<file path="config.mk">
export PLATFORM = sky130hd
export DESIGN_NAME = battery_charge_supervisor
export DESIGN_NICKNAME = d
export VERILOG_FILES = /design/src/hw/rtl/bcs_pkg.sv /design/src/hw/rtl/battery_charge_supervisor.sv /design/src/hw/rtl/bcs_csr.sv /design/src/hw/rtl/bcs_core.sv
export SDC_FILE = /design/constraint.sdc
export NUM_CORES = 1
export LEC_CHECK = 0
export BUFFER_PORTS_ARGS = -buffer_cell sky130_fd_sc_hd__buf_2
export CORE_AREA = 3 3 113 115
export DETAILED_ROUTE_END_ITERATION = 8
export DIE_AREA = 0 0 116 118
export PLACE_DENSITY = 0.85
export SLEW_MARGIN = 25
export SYNTH_ARGS = -nofsm -noshare
export SYNTH_HDL_FRONTEND = slang
export SYNTH_SLANG_ARGS = --single-unit
</file>
<file path="constraint.sdc">
create_clock -name clock -period 3.5 [get_ports clock]
set_input_delay 0.525 -clock clock [delete_from_list [all_inputs] [get_ports clock]]
set_output_delay 0.525 -clock clock [all_outputs]
set_load 0.03 [all_outputs]
</file>
<file path="src/hw/rtl/bcs_pkg.sv">
// ----------------------------------------------------------------------------
// bcs_pkg: shared types and constants of the battery charge supervisor
// relay phase and action codes, register indexes, reset values and widths
// ----------------------------------------------------------------------------
package bcs_pkg;

   // default widths
   localparam int SAMPLE_BITS_DEF = 12;
   localparam int COUNT_BITS_DEF  = 16;

   // fixed widths of the register port and of the dwell limit
   localparam int CSR_INDEX_BITS = 3;
   localparam int CSR_DATA_BITS  = 16;
   localparam int DWELL_BITS     = 16;

   // reset values of the registers
   localparam int RST_SUPPLY_LOW   = 1600;
   localparam int RST_BAT_STOP     = 2570;
   localparam int RST_BAT_UPPER    = 2420;
   localparam int RST_BAT_RECHARGE = 2110;
   localparam int RST_DWELL_TICKS  = 3000;

   // register indexes
   typedef enum logic [CSR_INDEX_BITS-1:0] {
      CSR_SUPPLY_LOW   = 3'd0,
      CSR_BAT_STOP     = 3'd1,
      CSR_BAT_UPPER    = 3'd2,
      CSR_BAT_RECHARGE = 3'd3,
      CSR_DWELL_TICKS  = 3'd4
   } csr_index_type;

   // relay sequencer phases
   typedef enum logic [1:0] {
      PH_IDLE    = 2'd0,
      PH_CONNECT = 2'd1,
      PH_ONLINE  = 2'd2,
      PH_DISCON  = 2'd3
   } phase_type;

   // relay commands
   typedef enum logic [1:0] {
      ACT_NONE       = 2'd0,
      ACT_CONNECT    = 2'd1,
      ACT_DISCONNECT = 2'd2,
      ACT_RELEASE    = 2'd3
   } action_type;

   // one result, first member in the highest bits
   typedef struct packed {
      logic       online;
      logic       charge_stopped;
      action_type relay_action;
      logic       charger_on;
   } rsp_type;

   localparam int RSP_BITS = 8;

endpackage

</file>
<file path="src/hw/rtl/battery_charge_supervisor.sv">
// ----------------------------------------------------------------------------
// battery_charge_supervisor: battery relay and charge supervisor
// one scan tick per request transaction, one result transaction per tick
// ----------------------------------------------------------------------------
// usage
//   req channel: one scan tick per transaction, carrying main power, valve
//   state and the supply and battery samples
//   rsp channel: charger enable, relay command, stop latch and online flag
//   csr channel: register writes, always ready; write only while idle
// latency: a tick accepted at one edge is registered at the input, worked
//   through the relay sequencer and charge control in the next cycle and
//   shown on rsp after the following edge, one cycle after acceptance
// throughput: one tick per cycle, set by the single-cycle update of the
//   sequencer and charge state between the input and result registers
// reset: registers return to their defaults, the sequencer goes idle, the
//   stop latch, dwell count and charger level clear, both stages empty
// stall: while rsp_tready is low the result holds, one further tick waits
//   in the input register and req_tready then drops
// ----------------------------------------------------------------------------
module battery_charge_supervisor #(
   parameter int SAMPLE_BITS = bcs_pkg::SAMPLE_BITS_DEF,
   parameter int COUNT_BITS  = bcs_pkg::COUNT_BITS_DEF,
   localparam int REQ_BITS   = ((2 + 2 * SAMPLE_BITS + 7) / 8) * 8
) (
   input  logic                              clock,
   input  logic                              reset,
   input  logic                              req_tvalid,
   output logic                              req_tready,
   // main_power_on, valve_open, supply_sample, battery_sample, zero fill
   input  logic [REQ_BITS-1:0]               req_tdata,
   output logic                              rsp_tvalid,
   input  logic                              rsp_tready,
   // charger_on, relay_action, charge_stopped, online, zero fill
   output logic [bcs_pkg::RSP_BITS-1:0]       rsp_tdata,
   input  logic                              csr_valid,
   output logic                              csr_ready,
   input  logic [bcs_pkg::CSR_INDEX_BITS-1:0] csr_index,
   input  logic [bcs_pkg::CSR_DATA_BITS-1:0]  csr_data
);

   localparam int RSP_PAD = bcs_pkg::RSP_BITS - $bits(bcs_pkg::rsp_type);

   logic                          in_valid_ff, in_valid_in;
   logic [2*SAMPLE_BITS+1:0]      in_data_ff;
   logic                          rsp_valid_ff, rsp_valid_in;
   bcs_pkg::rsp_type              rsp_ff;
   bcs_pkg::rsp_type              result;
   logic                          advance;
   logic [SAMPLE_BITS-1:0]        supply_low;
   logic [SAMPLE_BITS-1:0]        bat_stop;
   logic [SAMPLE_BITS-1:0]        bat_upper;
   logic [SAMPLE_BITS-1:0]        bat_recharge;
   logic [bcs_pkg::DWELL_BITS-1:0] dwell_ticks;

   // configuration registers
   bcs_csr #(
      .SAMPLE_BITS (SAMPLE_BITS)
   ) u_csr (
      .clock        (clock),
      .reset        (reset),
      .csr_valid    (csr_valid),
      .csr_ready    (csr_ready),
      .csr_index    (csr_index),
      .csr_data     (csr_data),
      .supply_low   (supply_low),
      .bat_stop     (bat_stop),
      .bat_upper    (bat_upper),
      .bat_recharge (bat_recharge),
      .dwell_ticks  (dwell_ticks)
   );

   // stage handshake: a tick moves on when the result register is free
   assign advance      = in_valid_ff && (!rsp_valid_ff || rsp_tready);
   assign req_tready   = !in_valid_ff || advance;
   assign in_valid_in  = req_tready ? req_tvalid : in_valid_ff;
   assign rsp_valid_in = advance || (rsp_valid_ff && !rsp_tready);

   always_ff @(posedge clock) begin
      if (reset) begin
         in_valid_ff  <= 1'b0;
         rsp_valid_ff <= 1'b0;
      end else begin
         in_valid_ff  <= in_valid_in;
         rsp_valid_ff <= rsp_valid_in;
      end
   end

   // input register
   always_ff @(posedge clock) begin
      if (req_tvalid && req_tready) begin
         in_data_ff <= req_tdata[2*SAMPLE_BITS+1:0];
      end
   end

   // sequencer and charge control
   bcs_core #(
      .SAMPLE_BITS (SAMPLE_BITS),
      .COUNT_BITS  (COUNT_BITS)
   ) u_core (
      .clock        (clock),
      .reset        (reset),
      .step         (advance),
      .power        (in_data_ff[0]),
      .valve        (in_data_ff[1]),
      .supply       (in_data_ff[SAMPLE_BITS+1:2]),
      .battery      (in_data_ff[2*SAMPLE_BITS+1:SAMPLE_BITS+2]),
      .supply_low   (supply_low),
      .bat_stop     (bat_stop),
      .bat_upper    (bat_upper),
      .bat_recharge (bat_recharge),
      .dwell_ticks  (dwell_ticks),
      .result       (result)
   );

   // result register
   always_ff @(posedge clock) begin
      if (advance) begin
         rsp_ff <= result;
      end
   end

   assign rsp_tvalid = rsp_valid_ff;
   assign rsp_tdata  = {{RSP_PAD{1'b0}}, rsp_ff};

endmodule

</file>
<file path="src/hw/rtl/bcs_csr.sv">
// ----------------------------------------------------------------------------
// bcs_csr: configuration registers
// limits and dwell count written over the register channel
// ----------------------------------------------------------------------------
module bcs_csr #(
   parameter int SAMPLE_BITS = bcs_pkg::SAMPLE_BITS_DEF
) (
   input  logic                              clock,
   input  logic                              reset,
   input  logic                              csr_valid,
   output logic                              csr_ready,
   input  logic [bcs_pkg::CSR_INDEX_BITS-1:0] csr_index,
   input  logic [bcs_pkg::CSR_DATA_BITS-1:0]  csr_data,
   output logic [SAMPLE_BITS-1:0]            supply_low,
   output logic [SAMPLE_BITS-1:0]            bat_stop,
   output logic [SAMPLE_BITS-1:0]            bat_upper,
   output logic [SAMPLE_BITS-1:0]            bat_recharge,
   output logic [bcs_pkg::DWELL_BITS-1:0]     dwell_ticks
);

   logic [SAMPLE_BITS-1:0]        supply_low_ff;
   logic [SAMPLE_BITS-1:0]        bat_stop_ff;
   logic [SAMPLE_BITS-1:0]        bat_upper_ff;
   logic [SAMPLE_BITS-1:0]        bat_recharge_ff;
   logic [bcs_pkg::DWELL_BITS-1:0] dwell_ticks_ff;

   assign csr_ready = 1'b1;

   // register writes, unknown indexes ignored
   always_ff @(posedge clock) begin
      if (reset) begin
         supply_low_ff   <= SAMPLE_BITS'(bcs_pkg::RST_SUPPLY_LOW);
         bat_stop_ff     <= SAMPLE_BITS'(bcs_pkg::RST_BAT_STOP);
         bat_upper_ff    <= SAMPLE_BITS'(bcs_pkg::RST_BAT_UPPER);
         bat_recharge_ff <= SAMPLE_BITS'(bcs_pkg::RST_BAT_RECHARGE);
         dwell_ticks_ff  <= bcs_pkg::DWELL_BITS'(bcs_pkg::RST_DWELL_TICKS);
      end else if (csr_valid) begin
         case (bcs_pkg::csr_index_type'(csr_index))
            bcs_pkg::CSR_SUPPLY_LOW:   supply_low_ff   <= csr_data[SAMPLE_BITS-1:0];
            bcs_pkg::CSR_BAT_STOP:     bat_stop_ff     <= csr_data[SAMPLE_BITS-1:0];
            bcs_pkg::CSR_BAT_UPPER:    bat_upper_ff    <= csr_data[SAMPLE_BITS-1:0];
            bcs_pkg::CSR_BAT_RECHARGE: bat_recharge_ff <= csr_data[SAMPLE_BITS-1:0];
            bcs_pkg::CSR_DWELL_TICKS:  dwell_ticks_ff  <= csr_data[bcs_pkg::DWELL_BITS-1:0];
            default: ;
         endcase
      end
   end

   assign supply_low   = supply_low_ff;
   assign bat_stop     = bat_stop_ff;
   assign bat_upper    = bat_upper_ff;
   assign bat_recharge = bat_recharge_ff;
   assign dwell_ticks  = dwell_ticks_ff;

endmodule

</file>
<file path="src/hw/rtl/bcs_core.sv">
// ----------------------------------------------------------------------------
// bcs_core: relay sequencer and charge control for one scan tick
// state registers and the next-state logic that one tick applies to them
// ----------------------------------------------------------------------------
module bcs_core #(
   parameter int SAMPLE_BITS = bcs_pkg::SAMPLE_BITS_DEF,
   parameter int COUNT_BITS  = bcs_pkg::COUNT_BITS_DEF
) (
   input  logic                          clock,
   input  logic                          reset,
   input  logic                          step,
   input  logic                          power,
   input  logic                          valve,
   input  logic [SAMPLE_BITS-1:0]        supply,
   input  logic [SAMPLE_BITS-1:0]        battery,
   input  logic [SAMPLE_BITS-1:0]        supply_low,
   input  logic [SAMPLE_BITS-1:0]        bat_stop,
   input  logic [SAMPLE_BITS-1:0]        bat_upper,
   input  logic [SAMPLE_BITS-1:0]        bat_recharge,
   input  logic [bcs_pkg::DWELL_BITS-1:0] dwell_ticks,
   output bcs_pkg::rsp_type              result
);

   localparam int CMP_BITS = (COUNT_BITS > bcs_pkg::DWELL_BITS) ? COUNT_BITS
                                                               : bcs_pkg::DWELL_BITS;

   bcs_pkg::phase_type    phase_ff, phase_in;
   logic                  latch_ff, latch_in;
   logic                  level_ff, level_in;
   logic [COUNT_BITS-1:0] count_ff, count_in;
   bcs_pkg::action_type   action;

   // state registers, advanced once per tick
   always_ff @(posedge clock) begin
      if (reset) begin
         phase_ff <= bcs_pkg::PH_IDLE;
         latch_ff <= 1'b0;
         level_ff <= 1'b0;
         count_ff <= '0;
      end else if (step) begin
         phase_ff <= phase_in;
         latch_ff <= latch_in;
         level_ff <= level_in;
         count_ff <= count_in;
      end
   end

   // one tick: sequencer first, then charge management while online
   always_comb begin
      phase_in = phase_ff;
      latch_in = latch_ff;
      level_in = level_ff;
      count_in = count_ff;
      action   = bcs_pkg::ACT_NONE;

      // relay sequencer, first matching rule wins
      if (power && phase_ff == bcs_pkg::PH_IDLE) begin
         phase_in = bcs_pkg::PH_CONNECT;
         action   = bcs_pkg::ACT_CONNECT;
         level_in = 1'b0;
      end else if (phase_ff == bcs_pkg::PH_CONNECT) begin
         phase_in = bcs_pkg::PH_ONLINE;
         action   = bcs_pkg::ACT_RELEASE;
      end else if (!power) begin
         phase_in = bcs_pkg::PH_DISCON;
         action   = bcs_pkg::ACT_DISCONNECT;
         level_in = 1'b0;
      end else if (phase_ff == bcs_pkg::PH_DISCON) begin
         phase_in = bcs_pkg::PH_IDLE;
         action   = bcs_pkg::ACT_RELEASE;
      end

      // charge management
      if (phase_in == bcs_pkg::PH_ONLINE) begin
         if (valve) begin
            level_in = 1'b0;
            latch_in = 1'b1;
         end else if (supply < supply_low) begin
            level_in = 1'b0;
            latch_in = 1'b1;
         end else if (battery > bat_stop) begin
            level_in = 1'b0;
            latch_in = 1'b1;
         end else if (battery < bat_stop && battery > bat_upper && !latch_ff) begin
            // dwell in the top window, saturating count
            if (count_ff != {COUNT_BITS{1'b1}}) begin
               count_in = count_ff + 1'b1;
            end
            if (CMP_BITS'(count_in) > CMP_BITS'(dwell_ticks)) begin
               latch_in = 1'b1;
               level_in = 1'b0;
            end
         end else if (battery < bat_recharge) begin
            if (latch_ff) begin
               latch_in = 1'b0;
               count_in = '0;
            end
            level_in = 1'b1;
         end else begin
            count_in = '0;
         end
      end else begin
         level_in = 1'b0;
      end

      result.charger_on     = level_in;
      result.relay_action   = action;
      result.charge_stopped = latch_in;
      result.online         = (phase_in == bcs_pkg::PH_ONLINE);
   end

endmodule

</file>
==> metrics.txt <==
status finished clean; most frequent cell after synthesis nand2_1; Async S/R FF share, synth 0%; worst slew pin tran 0.884 ns; CP Data Required Time 3.78 ns; Area Overhead vs Synth 18.9%; DRC violation count after routing 0; CTS Hold Bufs 0; antenna-violating nets left 0; Starting Density 52.1%; routability cong. about 0.95; Max Slew Vio Count 0; Final HPWL DP 10.6 mm; Tot Pwr approximately 3500 uW; Die H 118 um; Worst Setup Start Kind flip-flop; Setup crit end kind flip-flop; final worst slack 0.0654 ns; fin nets 885; initial antenna violation count 0; critical path type flip-flop to flip-flop; CTS Buffer Depth 2; Hold Fails Final Rpt 0; Fin Hold WS 0.277 ns; vias in the first global route 5243; Post-synth EDFFs 31; Root Driver clkbuf_16; CP cell instances and4_1, and3_2, and3_4, buf_4, nor3_4, xor2_1, ha_1, nand4_1, or3_1, a21oi_1, nor3b_1, or4_4, a31oi_1, o32ai_1; pre-CTS WS -0.0653 ns; slowest CP cell or4_4; CTS tree done; most frequent cells after synthesis 120 x nand2_1, 86 x dfxtp_1, 69 x inv_1, 63 x ha_1, 61 x a21oi_1; CTS sink count 117; final setup violation count 0; Top Ports 67; clock-pin slew on the worst setup and hold paths about 0.060 ns; top-area cell type share of the netlist area 27.7%; cells after synthesis about 700; pwr dens 472 nW/um2; Leakage 0.00309 uW; die area 13700 um2; CTS Buf Count 17; R2R Setup Slk 0.07 ns; fin crit share around 100%; Routed WL 15.7 mm; row count 40; number of port buffers 56; max_cap viols 0; FMAX 291 MHz; first-pass GRT wire length ~25 mm; share of layout cells above drive strength 1 between 10% and 20%; post-layout min period 3.43 ns; die width 116 um; pin count of the biggest net entering global routing 55; sequential cell area fraction in the yosys report 42.7%; H-tree levels 4; Antenna Cells 0; WP data arrival around 3.7 ns; Rel. slew slack 41.0%; Yosys top cell by area dfxtp_1; count of cell types in the netlist 64; Main synth FF type dfxtp_1; vias 5456; yosys warns 0; placed cells around 890; GRT overflow 0; Critical Path Fanout Max 5; leading post-synthesis cells by cell area dfxtp_1 28%, edfxtp_1 15%, ha_1 13%; max incr delay on CP 0.58 ns; drt via density 5.89; clk_lat worst skew 0.42 ns; Finished Layout Cells 926; Min-Delay Path Class primary input to flip-flop; maximum VDD drop ~0.42 mV; Worst Skew 0.00575 ns; Synth Register Bits 117; GRT Overall Usage 23.3%; Detailed Routing Iterations Pass 1 6; syn avg cell area 8.90 um2; Iter 0 DRT Violations 324; Post-Syn Area 6210 um2; routed len/inst ~17 um; CORE AREA 11900 um2
## repair_timing
item,CTS,global route
gates resized for setup,2,17
hold endpoints to repair,0,0
endpoints found under the setup margin,4,4
buffers inserted,0,2
pin swaps,0,7
gates cloned,0,0
## layout by cell type (no fill, tap or decap), types with 4 or more instances in the layout
cell,instances
xnor2_1,6
a211oi_1,4
nor4_1,4
o31ai_1,4
clkbuf_16,17
buf_4,25
edfxtp_1,31
o211ai_1,30
ha_1,62
o21ai_1,6
conb_1,4
buf_2,56
clkinvlp_4,7
dfxtp_1,86
nand4_1,21
inv_1,69
a21oi_1,61
o21ai_0,5
mux2i_1,10
o311ai_1,5
nand3_1,21
nor2_1,23
nand2_1,120
a21o_1,10
and3_1,6
xor2_1,4
and2_1,5
and3_4,4
nor2b_1,8
## sequential cells by signal (all words and copies together) (netlist names)
name and flops:
rsp_tdata 5, u_core.count_ff 16, in_valid_ff 1, u_csr.bat_upper 12
u_csr.bat_recharge 12, rsp_tvalid 1, u_core.phase_ff 2, u_csr.dwell_ticks 16
u_core.level_ff 1, in_data_ff 26, u_csr.supply_low 12, u_core.latch_ff 1
u_csr.bat_stop 12
## where the power goes
| group | leakage, uW | internal [uW] | switching (uW) |
|---|---|---|---|
| clock network | 0.000263 | 1050 | 654 |
| registers | 0.00100 | 1440 | 25.0 |
| logic | 0.00183 | 113 | 209 |
## worst paths after layout
| kind | startpoint | cells after the start | to |
|---|---|---|---|
| max | u_core.count_ff[7] | 14 | u_core.level_ff |
| max reg2reg | u_core.count_ff[7] | 14 | u_core.level_ff |
| min reg2reg | u_csr.bat_recharge[0] | 2 | u_csr.bat_recharge[0] |
| min | req_tdata[5] | 1 | in_data_ff[5] |
## cells by family (layout without fill, tap and decap cells)
family	count (synthesis)	count (layout)	share of synthesized area, %
AO/OA/AOI/OAI	150	150	15.9
XOR/XNOR	10	10	1.41
adder cells (fa/ha/maj)	63	63	12.7
buffers and inverters	106	185	6.81
flip-flops	117	117	42.7
multiplexers	11	11	1.79
other	2	4	0.121
AND/OR/NAND/NOR	239	239	18.6
## cell type report
class	instances	area, um2
tap	147	184
multi-input combinational	477	3220
inverter	71	267
clock buffer	17	425
timing repair buffer	82	479
sequential	117	2650
clock inverter	15	158
fill	927	4530
## worst max-delay path, delay by kind of cell, from the launching register on
family | cells | cell delay, ns
XOR/XNOR | 1 | 0.16
buffers and inverters | 1 | 0.15
flip-flops | 1 | 0.37
AND/OR/NAND/NOR | 8 | 1.88
adder cells (fa/ha/maj) | 1 | 0.33
AO/OA/AOI/OAI | 3 | 0.40
## routing by layer
| metal | up-vias | global-route usage [%] | wire length (um) |
|---|---|---|---|
| met5 | - | 0 | 0 |
| met2 | 243 | 38.1 | 7620 |
| met3 | 47 | 5.76 | 1200 |
| met1 | 2550 | 29.1 | 6380 |
| li1 | 2616 | - | - |
| met4 | 0 | 9.28 | 456 |
## metrics by stage
step | utilization, % | cell area, um2 | TNS (ns)
6_report | 62.0 | 7380 | 0
5_1_grt | 62.0 | 7380 | -0.0151
4_1_cts | 61.3 | 7300 | 0
3_5_place_dp | 56.3 | 6710 | -0.143
3_3_place_gp | 56.3 | 6710 | -0.00813
2_1_floorplan | - | 6220 | 0
No activity file was read; power rests on OpenSTA's default activity.
